`src/mcst_pkg.sv`:
```
// Shared types and codes for the timer slot array.
package mcst_pkg;

  localparam int OpW   = 2;
  localparam int SlotW = 4;
  localparam int TimeW = 32;
  localparam int KindW = 2;

  typedef enum logic [OpW-1:0] {
    OP_START = 2'd0,
    OP_STOP  = 2'd1,
    OP_TICK  = 2'd2
  } op_e;

  typedef enum logic [KindW-1:0] {
    KIND_OK    = 2'd0,
    KIND_INVAL = 2'd1,
    KIND_FIRE  = 2'd2
  } kind_e;

  typedef struct packed {
    logic [TimeW-1:0] target;
    logic [TimeW-1:0] period;
    logic             mode;
  } slot_entry_t;

  typedef struct packed {
    kind_e            kind;
    logic [SlotW-1:0] slot;
    logic             last;
  } result_t;

endpackage

```
`src/mcst_in_if.sv`:
```
// Command channel: start, stop and tick items.
interface mcst_in_if import mcst_pkg::*; ();
  logic             valid;
  logic             ready;
  logic [OpW-1:0]   op;
  logic [SlotW-1:0] timer_slot;
  logic [TimeW-1:0] period;
  logic             periodic;

  modport source (output valid, op, timer_slot, period, periodic, input ready);
  modport sink   (input valid, op, timer_slot, period, periodic, output ready);
endinterface

```
`src/mcst_out_if.sv`:
```
// Result channel: status and fire results.
interface mcst_out_if import mcst_pkg::*; ();
  logic             valid;
  logic             ready;
  logic [KindW-1:0] kind;
  logic [SlotW-1:0] which_timer;
  logic             last;

  modport source (output valid, kind, which_timer, last, input ready);
  modport sink   (input valid, kind, which_timer, last, output ready);
endinterface

```
`src/mcst_ram.sv`:
```
// Generic single-write, single-read RAM with registered read data.
module mcst_ram #(
  parameter int Width = 8,
  parameter int Depth = 16,
  localparam int AddrW = (Depth > 1) ? $clog2(Depth) : 1
) (
  input  logic             clk_i,
  input  logic             we_i,
  input  logic [AddrW-1:0] waddr_i,
  input  logic [Width-1:0] wdata_i,
  input  logic [AddrW-1:0] raddr_i,
  output logic [Width-1:0] rdata_o
);

  logic [Width-1:0] mem_q [Depth];
  logic [Width-1:0] rdata_q;

  always_ff @(posedge clk_i) begin
    if (we_i) begin
      mem_q[waddr_i] <= wdata_i;
    end
    rdata_q <= mem_q[raddr_i];
  end

  assign rdata_o = rdata_q;

endmodule

```
`src/mcst_out_reg.sv`:
```
// Output register between the scan logic and the result channel.
module mcst_out_reg import mcst_pkg::*; (
  input  logic    clk_i,
  input  logic    rst_ni,
  input  logic    push_i,
  input  result_t res_i,
  output logic    can_load_o,
  mcst_out_if.source out_o
);

  logic    valid_q;
  result_t res_q;

  assign can_load_o = !valid_q || out_o.ready;

  always_ff @(posedge clk_i or negedge rst_ni) begin
    if (!rst_ni) begin
      valid_q <= 1'b0;
    end else if (push_i) begin
      valid_q <= 1'b1;
    end else if (out_o.ready) begin
      valid_q <= 1'b0;
    end
  end

  always_ff @(posedge clk_i) begin
    if (push_i) begin
      res_q <= res_i;
    end
  end

  assign out_o.valid       = valid_q;
  assign out_o.kind        = res_q.kind;
  assign out_o.which_timer = res_q.slot;
  assign out_o.last        = res_q.last;

endmodule

```
`src/multi_channel_software_timer.sv`:
```
// Timer slot array: command handling, slot scan and slot RAM.
// Start/stop: one status result after the transfer; the block is busy
//   until the status is loaded into the output register.
// Tick: the scan reads min(TIMER_COUNT,16) slots from the slot RAM, one slot per cycle
//   while the output does not stall; one item is worked at a time.
// Reset clears system time and all armed bits; slot RAM contents are not cleared.
module multi_channel_software_timer import mcst_pkg::*; #(
  parameter int TIMER_COUNT = 16
) (
  input  logic clk_i,
  input  logic rst_ni,
  mcst_in_if.sink    in_i,
  mcst_out_if.source out_o
);

  localparam int SlotLimit = (TIMER_COUNT < 16) ? TIMER_COUNT : 16;
  localparam int AddrW     = (TIMER_COUNT > 1) ? $clog2(TIMER_COUNT) : 1;
  localparam int CntW      = $clog2(SlotLimit + 1);
  localparam int EntryW    = $bits(slot_entry_t);

  localparam logic [1:0] ST_IDLE  = 2'd0;
  localparam logic [1:0] ST_PUSH  = 2'd1;
  localparam logic [1:0] ST_SCAN  = 2'd2;
  localparam logic [1:0] ST_FLUSH = 2'd3;

  logic [1:0]             state_q, state_d;
  logic [TimeW-1:0]       time_q, time_d;
  logic [TIMER_COUNT-1:0] armed_q, armed_d;
  logic [CntW-1:0]        scan_q, scan_d;
  logic                   ev_valid_q, ev_valid_d;
  logic [AddrW-1:0]       ev_idx_q, ev_idx_d;
  logic                   hold_valid_q, hold_valid_d;
  logic [AddrW-1:0]       hold_idx_q, hold_idx_d;
  result_t                status_q, status_d;

  logic              in_fire;
  logic              slot_ok;
  logic [AddrW-1:0]  in_addr;
  logic              start_ok;
  logic              issue_more;
  logic              fire;
  logic              stall;
  logic              can_load;
  logic              push;
  result_t           push_res;
  logic              ram_we;
  logic [AddrW-1:0]  ram_waddr;
  slot_entry_t       ram_wentry;
  logic [AddrW-1:0]  ram_raddr;
  logic [EntryW-1:0] ram_rdata;
  slot_entry_t       rd_entry;

  assign in_i.ready = (state_q == ST_IDLE);
  assign in_fire    = in_i.valid && in_i.ready;
  assign slot_ok    = {1'b0, in_i.timer_slot} < 5'(SlotLimit);
  assign in_addr    = AddrW'(in_i.timer_slot);
  assign start_ok   = slot_ok && (in_i.period != '0);

  assign rd_entry   = slot_entry_t'(ram_rdata);
  assign issue_more = (scan_q != CntW'(SlotLimit));
  assign fire       = (state_q == ST_SCAN) && ev_valid_q && armed_q[ev_idx_q] &&
                      (time_q >= rd_entry.target);
  // a second fire needs the held one to go out first
  assign stall      = fire && hold_valid_q && !can_load;
  assign ram_raddr  = stall ? ev_idx_q : AddrW'(scan_q);

  always_comb begin
    state_d      = state_q;
    time_d       = time_q;
    armed_d      = armed_q;
    scan_d       = scan_q;
    ev_valid_d   = ev_valid_q;
    ev_idx_d     = ev_idx_q;
    hold_valid_d = hold_valid_q;
    hold_idx_d   = hold_idx_q;
    status_d     = status_q;
    push         = 1'b0;
    push_res     = status_q;
    ram_we       = 1'b0;
    ram_waddr    = ev_idx_q;
    ram_wentry   = '{target: time_q + rd_entry.period, period: rd_entry.period,
                     mode: rd_entry.mode};

    unique case (state_q)
      ST_IDLE: begin
        if (in_fire) begin
          status_d.slot = in_i.timer_slot;
          status_d.last = 1'b1;
          if (in_i.op == OP_START) begin
            status_d.kind = start_ok ? KIND_OK : KIND_INVAL;
            if (start_ok) begin
              ram_we     = 1'b1;
              ram_waddr  = in_addr;
              ram_wentry = '{target: time_q + in_i.period, period: in_i.period,
                             mode: in_i.periodic};
              armed_d[in_addr] = 1'b1;
            end
            state_d = ST_PUSH;
          end else if (in_i.op == OP_STOP) begin
            status_d.kind = slot_ok ? KIND_OK : KIND_INVAL;
            if (slot_ok) begin
              armed_d[in_addr] = 1'b0;
            end
            state_d = ST_PUSH;
          end else if (in_i.op == OP_TICK) begin
            time_d       = time_q + 1'b1;
            scan_d       = '0;
            ev_valid_d   = 1'b0;
            hold_valid_d = 1'b0;
            state_d      = ST_SCAN;
          end
        end
      end
      ST_PUSH: begin
        if (can_load) begin
          push    = 1'b1;
          state_d = ST_IDLE;
        end
      end
      ST_SCAN: begin
        if (!stall) begin
          if (fire) begin
            if (hold_valid_q) begin
              push     = 1'b1;
              push_res = '{kind: KIND_FIRE, slot: SlotW'(hold_idx_q), last: 1'b0};
            end
            hold_valid_d = 1'b1;
            hold_idx_d   = ev_idx_q;
            if (rd_entry.mode) begin
              ram_we = 1'b1;
            end else begin
              armed_d[ev_idx_q] = 1'b0;
            end
          end
          if (issue_more) begin
            ev_valid_d = 1'b1;
            ev_idx_d   = AddrW'(scan_q);
            scan_d     = scan_q + 1'b1;
          end else begin
            ev_valid_d = 1'b0;
            if (!ev_valid_q) begin
              state_d = ST_FLUSH;
            end
          end
        end
      end
      ST_FLUSH: begin
        if (!hold_valid_q) begin
          state_d = ST_IDLE;
        end else if (can_load) begin
          push         = 1'b1;
          push_res     = '{kind: KIND_FIRE, slot: SlotW'(hold_idx_q), last: 1'b1};
          hold_valid_d = 1'b0;
          state_d      = ST_IDLE;
        end
      end
      default: state_d = ST_IDLE;
    endcase
  end

  always_ff @(posedge clk_i or negedge rst_ni) begin
    if (!rst_ni) begin
      state_q      <= ST_IDLE;
      time_q       <= '0;
      armed_q      <= '0;
      scan_q       <= '0;
      ev_valid_q   <= 1'b0;
      hold_valid_q <= 1'b0;
    end else begin
      state_q      <= state_d;
      time_q       <= time_d;
      armed_q      <= armed_d;
      scan_q       <= scan_d;
      ev_valid_q   <= ev_valid_d;
      hold_valid_q <= hold_valid_d;
    end
  end

  always_ff @(posedge clk_i) begin
    ev_idx_q   <= ev_idx_d;
    hold_idx_q <= hold_idx_d;
    status_q   <= status_d;
  end

  mcst_ram #(
    .Width (EntryW),
    .Depth (TIMER_COUNT)
  ) u_slot_ram (
    .clk_i   (clk_i),
    .we_i    (ram_we),
    .waddr_i (ram_waddr),
    .wdata_i (ram_wentry),
    .raddr_i (ram_raddr),
    .rdata_o (ram_rdata)
  );

  mcst_out_reg u_out_reg (
    .clk_i      (clk_i),
    .rst_ni     (rst_ni),
    .push_i     (push),
    .res_i      (push_res),
    .can_load_o (can_load),
    .out_o      (out_o)
  );

  a_tick_advances_time: assert property (@(posedge clk_i) disable iff (!rst_ni)
    (in_fire && in_i.op == OP_TICK) |=> time_q == $past(time_q) + 32'd1)
    else $error("system time did not advance on tick");

  a_hold_only_in_scan: assert property (@(posedge clk_i) disable iff (!rst_ni)
    hold_valid_q |-> (state_q == ST_SCAN || state_q == ST_FLUSH))
    else $error("held fire result outside of a tick");

  a_stall_keeps_slot: assert property (@(posedge clk_i) disable iff (!rst_ni)
    stall |=> (ev_valid_q && $stable(ev_idx_q) && state_q == ST_SCAN))
    else $error("scan moved on during an output stall");

endmodule
```
`src/flat_wrapper.sv`:
```
// flat-port wrapper written by rule: the top's interface ports become plain ports
module multi_channel_software_timer_flat import mcst_pkg::*;
#(
  parameter int TIMER_COUNT = 16
)
  (clk_i, rst_ni, in_i_valid, in_i_op, in_i_timer_slot, in_i_period, in_i_periodic, in_i_ready, out_o_valid, out_o_kind, out_o_which_timer, out_o_last, out_o_ready);
  mcst_in_if in_i_i ();
  mcst_out_if out_o_i ();
  input  logic clk_i;
  input  logic rst_ni;
  input wire logic [$bits(in_i_i.valid)-1:0] in_i_valid;
  input wire logic [$bits(in_i_i.op)-1:0] in_i_op;
  input wire logic [$bits(in_i_i.timer_slot)-1:0] in_i_timer_slot;
  input wire logic [$bits(in_i_i.period)-1:0] in_i_period;
  input wire logic [$bits(in_i_i.periodic)-1:0] in_i_periodic;
  output wire logic [$bits(in_i_i.ready)-1:0] in_i_ready;
  output wire logic [$bits(out_o_i.valid)-1:0] out_o_valid;
  output wire logic [$bits(out_o_i.kind)-1:0] out_o_kind;
  output wire logic [$bits(out_o_i.which_timer)-1:0] out_o_which_timer;
  output wire logic [$bits(out_o_i.last)-1:0] out_o_last;
  input wire logic [$bits(out_o_i.ready)-1:0] out_o_ready;
  assign in_i_i.valid = in_i_valid;
  assign in_i_i.op = in_i_op;
  assign in_i_i.timer_slot = in_i_timer_slot;
  assign in_i_i.period = in_i_period;
  assign in_i_i.periodic = in_i_periodic;
  assign in_i_ready = in_i_i.ready;
  assign out_o_valid = out_o_i.valid;
  assign out_o_kind = out_o_i.kind;
  assign out_o_which_timer = out_o_i.which_timer;
  assign out_o_last = out_o_i.last;
  assign out_o_i.ready = out_o_ready;
  multi_channel_software_timer #(.TIMER_COUNT(TIMER_COUNT)) u_core (.clk_i(clk_i), .rst_ni(rst_ni), .in_i(in_i_i), .out_o(out_o_i));
endmodule
```
`config.mk`:
```
export PLATFORM = sky130hd
export DESIGN_NAME = multi_channel_software_timer_flat
export DESIGN_NICKNAME = d
export VERILOG_FILES = /design/src/mcst_pkg.sv /design/src/mcst_in_if.sv /design/src/mcst_out_if.sv /design/src/mcst_ram.sv /design/src/mcst_out_reg.sv /design/src/multi_channel_software_timer.sv /design/src/flat_wrapper.sv
export SDC_FILE = /design/constraint.sdc
export NUM_CORES = 2
export LEC_CHECK = 0
export ABC_AREA = 1
export BUFFER_PORTS_ARGS = -buffer_cell sky130_fd_sc_hd__buf_2
export CORE_ASPECT_RATIO = 0.7
export CORE_MARGIN = 1
export CORE_UTILIZATION = 30
export CTS_BUF_LIST = sky130_fd_sc_hd__clkbuf_8
export CTS_CLUSTER_DIAMETER = 120
export CTS_CLUSTER_SIZE = 25
export DETAILED_ROUTE_END_ITERATION = 12
export GPL_ROUTABILITY_DRIVEN = 0
export MAX_ROUTING_LAYER = met4
export PLACE_DENSITY = 0.56
export SLEW_MARGIN = 20
export SYNTH_ARGS = -nofsm -noshare
export SYNTH_HDL_FRONTEND = slang
export SYNTH_SLANG_ARGS = --single-unit
```
`constraint.sdc`:
```
create_clock -name clk_i -period 9.1 [get_ports clk_i]
set_input_delay 1.82 -clock clk_i [delete_from_list [all_inputs] [get_ports clk_i]]
set_output_delay 1.82 -clock clk_i [all_outputs]
set_load 0.01 [all_outputs]
```
==> impl_results.md <==
- Status: complete, but fails checks
- Violated checks: design-rule violations
- Rows: 132
- Synth cell types: 50
- DRC viols: 1
- Hold path cells: 2
- TritonCTS Buffers: 53
- CP Capture Type: register
- Crit path buf inv count: 1
- Post-synth EDFFs: about 1.1k
- Number of synthesis warnings: 0
- Synth Instances: 5685
- Fin nets: ~5.7k
- Most frequent cells in the layout: nand2_1 (1156), nand3_1 (1098), inv_1 (1080)
- Yosys top cell by area: edfxtp_1
- Reg2Reg Depth: 18
- Min Clock Period, post-route: between 6 and 7 ns
- Finished Layout Cells: slightly above 8k
- WL per Instance: 20.9 µm
- DR iter-0 viols: 4731
- CP Launch Point: u_core.time_q[3]
- Final wirelength: 170 mm
- Worst path top cell family by delay: simple AND/OR/NAND/NOR gates
- Post-Syn Area: 0.0558 mm²
- Post-CTS setup buffer count: 0
- Pin count of the biggest net entering global routing: between 150 and 200
- Peak supply drop: 0.000363 V
- Initial antenna violation count: 9
- Initial core utilization: 30.2%
- Setup TNS: 0 ns
- Via count: 40.3k
- Final cycle utilization of the critical path: between 60% and 70%
- Drt first pass iters: 12
- Hold endpoint: u_core.ev_valid_q
- Most common cell on crit path: nand2_1
- Post-Syn Nets: between 5k and 6k
- Share of layout cells above drive strength 1: 4.33%
- Rel. slew slack: between 20% and 30%
- Top_reg_cell synth: edfxtp_1
- Total track usage: 18.0%
- CTS Hold Bufs: 0
- H-Tree Depth: 2
- Worst EP arrival: 6.77 ns
- HPWL Detailed: 95.3 mm
- Fillers: 18.9k
- WHS: 0.508 ns
- Worst r2r src: u_core.time_q[3]
- PortBufs: 51
- Max_cap viols: 0
- Root Buffer: clkbuf_8
- Crit path launch type: register
- Vias per Instance: about 5.0
- Worst-Margin Slew: 1.14 ns
- Pwr Density: 266 mW/mm²
- Critical Path Fanout Max: between 150 and 200
- Worst hold path class: reg -> reg
- Vias in the first global route: 36.8k
- Wire length of the first global-routing pass: 248 mm
- Max-slew violation count: 0
- Clock skew: 0.0834 ns
- FF-to-FF End: u_core.u_slot_ram.rdata_o[25]
- Die height: ~360 µm
- Synth top area cells: edfxtp_1 (57%), nand3_1 (9.8%), nand2_1 (7.8%), inv_1 (7.0%), nand3b_1 (2.7%)
- Post-synthesis async set-or-reset flop share: approximately 4.9%
- Die width: 518 µm
- Worst path cell trace: ha_1 -> a21oi_1 -> nand2_1 -> nand2_1 -> nand2_1 -> nand2_1 -> nand2_1 -> nand2_1 -> nand2_1 -> nand3_1 -> nand2_8 -> nand2_4 -> buf_12 -> nand2_1 -> nand3_1 -> nand3_1 -> nand3_1 -> nand2_1
- CP required: roughly 9.8 ns
- FF+latch count, synth: 1183
- R2r setup slk: 3.07 ns
- Average cell area after synthesis: ~9.8 µm²
- Final hold violations: 0
- CTS Buffer Depth: 3
- Crit path depth: 18
- Setup violators final: 0
- Crit Path Category: reg -> reg
- Post-synthesis sequential area ratio: 61.9%
- Clock sinks: 1183
- # IOs: between 50 and 60
- Leak: roughly 0.025 µW
- CTS tree: yes
- Tot Pwr: 15900 µW
- Post-synth top area share: 57.0%
- Cell count after placement: 8025
- Fmax: about 0.17 GHz
- P&R area growth vs syn: 7.03%
- Gr ovfl total: 0
- DRT antenna net count: 0
- Clock transition at path regs: between 0.15 and 0.2 ns
- Clk_lat worst skew: 0.86 ns
- Core area: 0.185 mm²
- Post_cts resized: 0
- RSZ-0062 raised after global routing: no
- Hold wc startpoint: u_core.ev_valid_q
- CP max-delay cell: nand2_4
- Worst stage delay on the critical path: 0.99 ns
- Commonest non-fill, non-tap cell in the layout: nand2_1
- Die area: 0.188 mm²
## flip-flops by register name, summed over array words and instances, names as in the netlist, named ones only
name                                cells
u_core.status_q                         5
u_core.u_slot_ram.rdata_o              65
u_core.u_out_reg.out_o.valid            1
u_core.u_slot_ram.mem_q              1040
u_core.u_out_reg.out_o.which_timer      4
u_core.scan_q                           5
u_core.u_out_reg.out_o.last             1
u_core.hold_idx_q                       4
u_core.time_q                          32
u_core.hold_valid_q                     1
u_core.ev_idx_q                         4
u_core.u_out_reg.out_o.kind             2
u_core.state_q                          2
u_core.ev_valid_q                       1
## where the power goes
| part | total, µW | internal (µW) | switching, µW | leakage [µW] |
|---|---|---|---|---|
| Combinational | 6060 | 1500 | 4550 | 0.0134 |
| Clock | 2240 | 558 | 1690 | 0.000585 |
| Sequential | 7580 | 7260 | 317 | 0.0108 |
| Total | 15900 | 9320 | 6560 | 0.0249 |
## final cells by class
| cell class | count | area (µm²) | share of cell area [%] |
|---|---|---|---|
| well taps | 2479 | 3100 | 5.19 |
| multi-input cells | 3180 | 16200 | 27.1 |
| clock buffers | 53 | 729 | 1.22 |
| clock inverters | 40 | 183 | 0.306 |
| flip-flops and latches | 1183 | 34600 | 57.9 |
| repair buffers | 130 | 977 | 1.63 |
| inverters | 1053 | 3960 | 6.63 |
| diodes | 4 | 10.0 | 0.0167 |
## layer usage
| metal | track usage [%] | up-vias | wire, µm |
|---|---|---|---|
| li1 | - | 18600 | - |
| met1 | 27.1 | 19700 | 81100 |
| met2 | 25.1 | 1770 | 69200 |
| met3 | 3.43 | 184 | 16700 |
| met4 | 2.97 | 0 | 2500 |
| met5 | - | - | 0 |
## synthesized netlist by cell type, types with 8 or more instances
cell,instances
o21a_1,9
clkbuf_1,92
nor2_1,151
nand3_1,1098
a21o_1,8
xnor2_1,23
nor4_1,12
xor2_1,29
edfxtp_1,1060
a21oi_1,132
dfrtp_1,58
buf_1,11
nand4_1,19
inv_1,1048
or2_2,12
nor3_1,19
buf_2,147
o22ai_1,20
nand2_1,1160
ha_1,100
o21ai_0,135
dfxtp_1,65
nand3b_1,198
buf_4,18
## logic make-up (layout without fill, tap and decap cells)
kind of cell               count (synthesis)  in the layout  share of synthesized area [%]
and+or+nand+nor                         2682           2682                           22.2
buffers and inverters                   1322           1276                           9.35
DFF                                     1183           1183                           61.9
AOI/OAI and AO/OA                        342            342                           3.40
adders and majority gates                102            102                           2.31
xor gates and xnor gates                  52             52                          0.816
muxes                                      2              2                         0.0358
other                                      0              4                              0
## how the worst max path moves through the flow
stage               slack [ns]                            end
floorplan                 1.20  u_core.u_slot_ram.mem_q[0][0]
global placement          2.81  u_core.u_slot_ram.rdata_o[58]
detailed placement        2.77  u_core.u_slot_ram.rdata_o[37]
CTS                       3.15  u_core.u_slot_ram.rdata_o[37]
global route              2.73  u_core.u_slot_ram.rdata_o[26]
finish                    3.07  u_core.u_slot_ram.rdata_o[25]
## worst register-to-register path, cell delays in order (launching register included)
cell	delay, ns
dfrtp_1	0.64
ha_1	0.35
a21oi_1	0.16
nand2_1	0.08
nand2_1	0.06
nand2_1	0.16
nand2_1	0.10
nand2_1	0.09
nand2_1	0.07
nand2_1	0.29
nand3_1	0.74
nand2_8	0.67
nand2_4	0.99
buf_12	0.68
nand2_1	0.42
nand3_1	0.13
nand3_1	0.11
nand3_1	0.13
nand2_1	0.07
## stage by stage
stage          cell area [µm²]  util, %  worst slack (ns)
2_1_floorplan            55800        -              1.20
3_3_place_gp             58800     31.8              2.81
3_5_place_dp             58800     31.8              2.77
4_1_cts                  59800     32.3              3.15
5_1_grt                  59800     32.3              2.73
6_report                 59800     32.3              3.07
No activity file was read; power rests on OpenSTA's default activity.
